==> src/rtl/e2q_pkg.sv <==
`timescale 1ns / 1ps

package e2q_pkg;

  localparam int TrigStages = 16;
  localparam int AtanLen = 24;
  // Stage counts beyond the arctangent table run the whole table; zero or less runs none.
  localparam int CellCount = (TrigStages > AtanLen) ? AtanLen :
                             ((TrigStages < 0) ? 0 : TrigStages);
  localparam int StageW = 5;
  localparam int LaneCount = 3;

  localparam int LaneSum  = 0;
  localparam int LaneDiff = 1;
  localparam int LaneMid  = 2;

  // Rotator gain compensation, 0.60725 in Q30.
  localparam logic signed [31:0] CordicX0 = 32'sd652032874;

  typedef logic signed [31:0] q30_t;

  typedef struct packed {
    q30_t x;
    q30_t y;
    q30_t z;
  } rot_t;

  typedef struct packed {
    logic                       valid;
    logic [LaneCount-1:0]       flip;
    rot_t [LaneCount-1:0]       rot;
  } row_t;

  // Arctangent of 2^-i in binary angle units, 2^32 units per full turn.
  function automatic q30_t atan_units(input logic [StageW-1:0] idx);
    q30_t r;
    case (idx)
      5'd0:    r = 32'sh20000000;
      5'd1:    r = 32'sh12E4051E;
      5'd2:    r = 32'sh09FB385B;
      5'd3:    r = 32'sh051111D4;
      5'd4:    r = 32'sh028B0D43;
      5'd5:    r = 32'sh0145D7E1;
      5'd6:    r = 32'sh00A2F61E;
      5'd7:    r = 32'sh00517C55;
      5'd8:    r = 32'sh0028BE53;
      5'd9:    r = 32'sh00145F2F;
      5'd10:   r = 32'sh000A2F98;
      5'd11:   r = 32'sh000517CC;
      5'd12:   r = 32'sh00028BE6;
      5'd13:   r = 32'sh000145F3;
      5'd14:   r = 32'sh0000A2F9;
      5'd15:   r = 32'sh0000517C;
      5'd16:   r = 32'sh000028BE;
      5'd17:   r = 32'sh0000145F;
      5'd18:   r = 32'sh00000A2F;
      5'd19:   r = 32'sh00000517;
      5'd20:   r = 32'sh0000028B;
      5'd21:   r = 32'sh00000145;
      5'd22:   r = 32'sh000000A2;
      5'd23:   r = 32'sh00000051;
      default: r = 32'sh00000000;
    endcase
    return r;
  endfunction

endpackage

==> src/rtl/e2q_prod.sv <==
`timescale 1ns / 1ps

module e2q_prod (
  input  logic                 clk,
  input  logic                 en,
  input  e2q_pkg::q30_t        a,
  input  e2q_pkg::q30_t        b,
  output logic signed [15:0]   r
);

  logic signed [63:0] prod;
  logic signed [63:0] rounded;
  logic signed [18:0] scaled;
  logic signed [15:0] r_next;

  always_comb begin
    rounded = prod + 64'sh0000_1000_0000_0000;
    scaled  = rounded[63:45];
    if (scaled > 19'sd32767) begin
      r_next = 16'sd32767;
    end else if (scaled < -19'sd32768) begin
      r_next = -16'sd32768;
    end else begin
      r_next = scaled[15:0];
    end
  end

  always_ff @(posedge clk) begin
    if (en) begin
      prod <= a * b;
      r    <= r_next;
    end
  end

endmodule

==> config.mk <==
export PLATFORM = sky130hd
export DESIGN_NAME = e2q_prod
export DESIGN_NICKNAME = d
export VERILOG_FILES = /design/src/rtl/e2q_pkg.sv /design/src/rtl/e2q_prod.sv
export SDC_FILE = /design/constraint.sdc
export NUM_CORES = 2
export LEC_CHECK = 0
export BUFFER_PORTS_ARGS = -buffer_cell sky130_fd_sc_hd__buf_2
export CAP_MARGIN = 25
export CORE_MARGIN = 10
export CORE_UTILIZATION = 65
export CTS_CLUSTER_DIAMETER = 60
export DETAILED_ROUTE_END_ITERATION = 8
export PLACE_DENSITY = 0.82
export SLEW_MARGIN = 20
export SYNTH_ARGS = -nofsm -noshare
export SYNTH_HDL_FRONTEND = slang
export SYNTH_SLANG_ARGS = --single-unit
==> constraint.sdc <==
create_clock -name clk -period 19.5 [get_ports clk]
set_input_delay 0 -clock clk [delete_from_list [all_inputs] [get_ports clk]]
set_output_delay 0 -clock clk [all_outputs]
set_load 0.1 [all_outputs]
# Word level (Yosys, flattened, before mapping)
# Index checks and enable logic that the tools add are counted.
# op_classes
addsub	1
multipliers	1
order_cmp	2
mux	1
# op_table
cell	n
$add A64 B46 Y64 const B	1
$mul A32 B32 Y64	1
$gt A19 B16 Y1 const B	1
$lt A19 B16 Y1 const B	1
$mux W16	1
# word_totals
ff_bits	80
out_inout_bits	16
elab_cells	7

# Longest topological paths before layout
# logic_depth
ltp_word	3
mapped_depth	27
ltp_nobuf	25

# Least setup slack after synthesis
# No wires, ideal clock.
# synth_path
path_type	input to register
startpoint	in a[31]
endpoint	reg prod[62] (data pin)
setup_time_ns	0.257
arrival_time_ns	7.183
t_required_ns	19.243
slack_ns	12.060
cell_stages	26
cell_sequence	clkbuf_1 -> nand2_1 -> inv_1 -> fa_1 -> inv_1 -> fa_1 -> inv_1 -> fa_1 -> fa_1 -> inv_1 -> fa_1 -> inv_1 -> fa_1 -> inv_1 -> fa_1 -> inv_1 -> fa_1 -> ha_1 -> a21o_1 -> a21o_1 -> a21oi_1 -> o21ai_0 -> a221o_1 -> or4_1 -> o21ai_0 -> nor2_1
# synth_via
elab_chain_cells	1
# synth_rtl
item	line	rtl
start, declared	e2q_prod.sv:6	input e2q_pkg::q30_t a,
$mul A32 B32 Y64	e2q_prod.sv:30	prod <= a * b;
end signal, assigned	e2q_prod.sv:30	
end, declared	e2q_prod.sv:11	logic signed [63:0] prod;
# No other way between the ends.
# A chain may end at the register's enable or synchronous reset.

# Worst setup path in the final report
# layout_path
startpoint	in b[5]
endpoint	reg prod[62] (data pin)
# layout_via
elab_chain_cells	1
# layout_rtl
item	line	rtl
start, declared	e2q_prod.sv:7	input e2q_pkg::q30_t b,
$mul A32 B32 Y64	e2q_prod.sv:30	
# No other way between the ends.

==> results.cfg <==
[run_status]
status = finished clean

[clock_network]
cts.repair_timing.setup_buffer_count = 0
clk_latency_ps = 280
cts_hold_repair.buffers = 0
clock_tree.root_cell = sky130_fd_sc_hd__clkbuf_16
tritoncts.num_buffers = 5
worst_setup_hold_path_clk_slew_ps = 60
cts-resized-gates = 0
cts.htree.levels = 2
clock-sinks = 36
cts_tree = yes
cts-root-to-sink-buffers = 2

[global_route]
globalRouteTotalUtil_pct = 32.3
grt_max_degree = 37
grt_most_used_layer = met2
grt_overflow_total = 0
first_global_vias = 30800
groute.layer.met1.usage_pct = 38.3
met3_track_demand_over_resource_pct = 7.29
grt_use_met2_pct = 52.8
grt_antenna_before_repair = 9
grt_pass1_wl_um = 166000

[synthesis]
number_of_synthesized_flops_with_an_enable_pin = 36
synth.top_cell.area_share_pct = 58.4
postSynth.topFlopCell = sky130_fd_sc_hd__edfxtp_1
netlist_instances = 3888
yosysSeqAreaShare_pct = 2.91
syn-cell-area_um2 = 37100
asyncSetResetFlopFracSynth_pct = 0
synth_area_leaders = sky130_fd_sc_hd__fa_1 (58%), sky130_fd_sc_hd__inv_1 (9.7%), sky130_fd_sc_hd__and2_1 (8.7%), sky130_fd_sc_hd__ha_1 (6.1%), sky130_fd_sc_hd__nand2_1 (5.3%)
synthesis.area_per_instance_um2 = 9.54
ys_warn_count = 0
synthesis.nets = 5216
synth_cell_type_count = 74
ys_ff_latch = 36
synth_top_area_cell = sky130_fd_sc_hd__fa_1

[worst_setup_path]
r2r_cells = 8
crit_arrival_ps = 8650
regToRegSetupSlack_ps = 16740
crit-reg2reg-capture = r[0]
worst_r2r_startpoint = prod[45]
critical_path_required_time_ps = 19540
path_class = in -> reg
timing.critical_path.fanout_max = 32
start_kind = primary input
worstSetupEndpointType = flop

[route]
route.detailed.wl_per_inst_um = 22.4
vias_per_cell = 5.91
remaining_drc_errors = 0
dr.first_iter.drc_count = 2555
drt_first_pass_iters = 5
finalWirelength_um = 102000
vias = 26900
drtAntennaViolNets = 0

[sta]
finalSetupViolCount = 0
final_max_tran_viols = 0
finalSetupTns_ps = 0
period_share_pct = 44.2
unrepaired_setup_endpoints_after_global_routing = no
period_needed_ps = 8610
worst_pin_slew_ps = 1090
max-slew-margin-rel_pct = 27.2
timing_hold_violations_final = 0
fin_skew_ps = 6.78
fmax_mhz = 116

[min_path]
hp-start = en
hold_path_class = in -> reg
hold-path-endpoint = r[9]
hold_depth = 1

[placed_design]
finalWeightedCongestion = 0.965
dpl_wire_length_um = 76200
portBuffers = 81

[floorplan]
floorplan.initialDensity_pct = 65.6
floorplan.die.height_um = 259
ios = 82
placement_rows = 87
full_die_area_um2 = 67000
core_area_um2 = 56500
floorplan.die.width_um = 259

[layout]
layout-drive-gt1-share_pct = 3.45
area_growth_pct = 2.41
number_of_nets_at_the_end_of_the_flow = 5120

[flow_run]
max-cap-violations = 0
==> how the worst max path moves through the flow <==
stage,startpoint,endpoint,slack (ps),depth (start not counted)
after detailed placement,b[5],prod[62],10670,26
final,b[5],prod[62],10890,26
after CTS,b[5],prod[62],10950,26
after floorplan,a[31],prod[62],12060,26
after global placement,b[5],prod[62],10790,26
after global routing,b[5],prod[62],10540,26
==> cell usage in the layout, fill, tap and decap left out, types with 19 or more instances in the layout <==
cell                       count
sky130_fd_sc_hd__edfxtp_1     36
sky130_fd_sc_hd__a21o_1       19
sky130_fd_sc_hd__nand2_1     528
sky130_fd_sc_hd__buf_4        19
sky130_fd_sc_hd__and2_1      515
sky130_fd_sc_hd__nand4_1      19
sky130_fd_sc_hd__nand3_1      19
sky130_fd_sc_hd__buf_2        81
sky130_fd_sc_hd__a21oi_1      53
sky130_fd_sc_hd__fa_1       1081
sky130_fd_sc_hd__ha_1        181
sky130_fd_sc_hd__inv_1       955
sky130_fd_sc_hd__xnor2_1      33
sky130_fd_sc_hd__o21ai_0      48
sky130_fd_sc_hd__nor2_1       59
==> Yosys cell counts, drive strengths merged, types with 5 or more instances <==
library cell / number
a211oi: 8
a21o: 20
a21oi: 56
a31oi: 7
and2: 515
and3: 8
buf: 5
clkbuf: 198
edfxtp: 36
fa: 1081
ha: 181
inv: 955
nand2: 528
nand2b: 11
nand3: 20
nand4: 19
nor2: 59
nor3: 15
o211ai: 5
o21a: 6
o21ai: 49
o21bai: 5
xnor2: 33
xor2: 13
==> cell families after synthesis <==
kind of cell	synth area share [%]
AO/OA/AOI/OAI	3.50
XOR/XNOR	1.09
adder cells (fa/ha/maj)	64.5
buffers and inverters	11.7
flip-flops	2.91
multiplexers	0.0810
AND/OR/NAND/NOR	16.2
==> area by class of cell <==
type	instances	area [um2]
Antenna cell	7	17.5
Clock buffer	5	125
Clock inverter	3	23.8
Fill cell	4325	18500
Inverter	955	3580
Multi-Input combinational cell	2694	31700
Sequential cell	36	1080
Tap cell	756	946
Timing Repair Buffer	100	548
==> through the flow <==
| step | util [%] | area, um2 | hold WS, ps | setup WS, ps | cells |
|---|---|---|---|---|---|
| after floorplan | - | 37100 | 112 | 12060 | 3888 |
| after global placement | 66.9 | 37800 | 624 | 10790 | 4541 |
| after detailed placement | 66.9 | 37800 | 628 | 10670 | 4541 |
| after CTS | 67.2 | 38000 | 362 | 10950 | 4549 |
| after global routing | 67.2 | 38000 | 394 | 10540 | 4555 |
| final | 67.2 | 38000 | 347 | 10890 | 4556 |
==> per-layer routing <==
| metal | share of wire [%] | up-vias | wire, um |
|---|---|---|---|
| met3 | 11 | 487 | 10900 |
| li1 | - | 10900 | - |
| met4 | 7.6 | 4 | 7740 |
| met2 | 48 | 1670 | 48900 |
| met1 | 34 | 13800 | 34600 |
| met5 | 0.027 | - | 28 |
==> registers in the layout (all words and copies together), names as in the netlist <==
register / count
r: 16
prod: 20
==> critical path: stages <==
cell and delay [ps]:
sky130_fd_sc_hd__buf_2 520, sky130_fd_sc_hd__nand2_1 270, sky130_fd_sc_hd__inv_1 150, sky130_fd_sc_hd__fa_1 390, sky130_fd_sc_hd__inv_1 240, sky130_fd_sc_hd__fa_1 480, sky130_fd_sc_hd__inv_1 210, sky130_fd_sc_hd__fa_1 500
sky130_fd_sc_hd__fa_1 1020, sky130_fd_sc_hd__inv_1 440, sky130_fd_sc_hd__fa_1 590, sky130_fd_sc_hd__inv_1 50, sky130_fd_sc_hd__fa_1 520, sky130_fd_sc_hd__inv_1 60, sky130_fd_sc_hd__fa_1 480, sky130_fd_sc_hd__inv_1 50
sky130_fd_sc_hd__fa_1 450, sky130_fd_sc_hd__ha_1 430, sky130_fd_sc_hd__a21o_1 230, sky130_fd_sc_hd__a21o_1 170, sky130_fd_sc_hd__a21oi_1 280, sky130_fd_sc_hd__o21ai_0 140, sky130_fd_sc_hd__a221o_1 330, sky130_fd_sc_hd__or4_1 400
sky130_fd_sc_hd__o21ai_0 160, sky130_fd_sc_hd__nor2_1 60
Power is not shown: default switching activity piles up to over one toggle a cycle in this logic, so the estimate is an artifact.
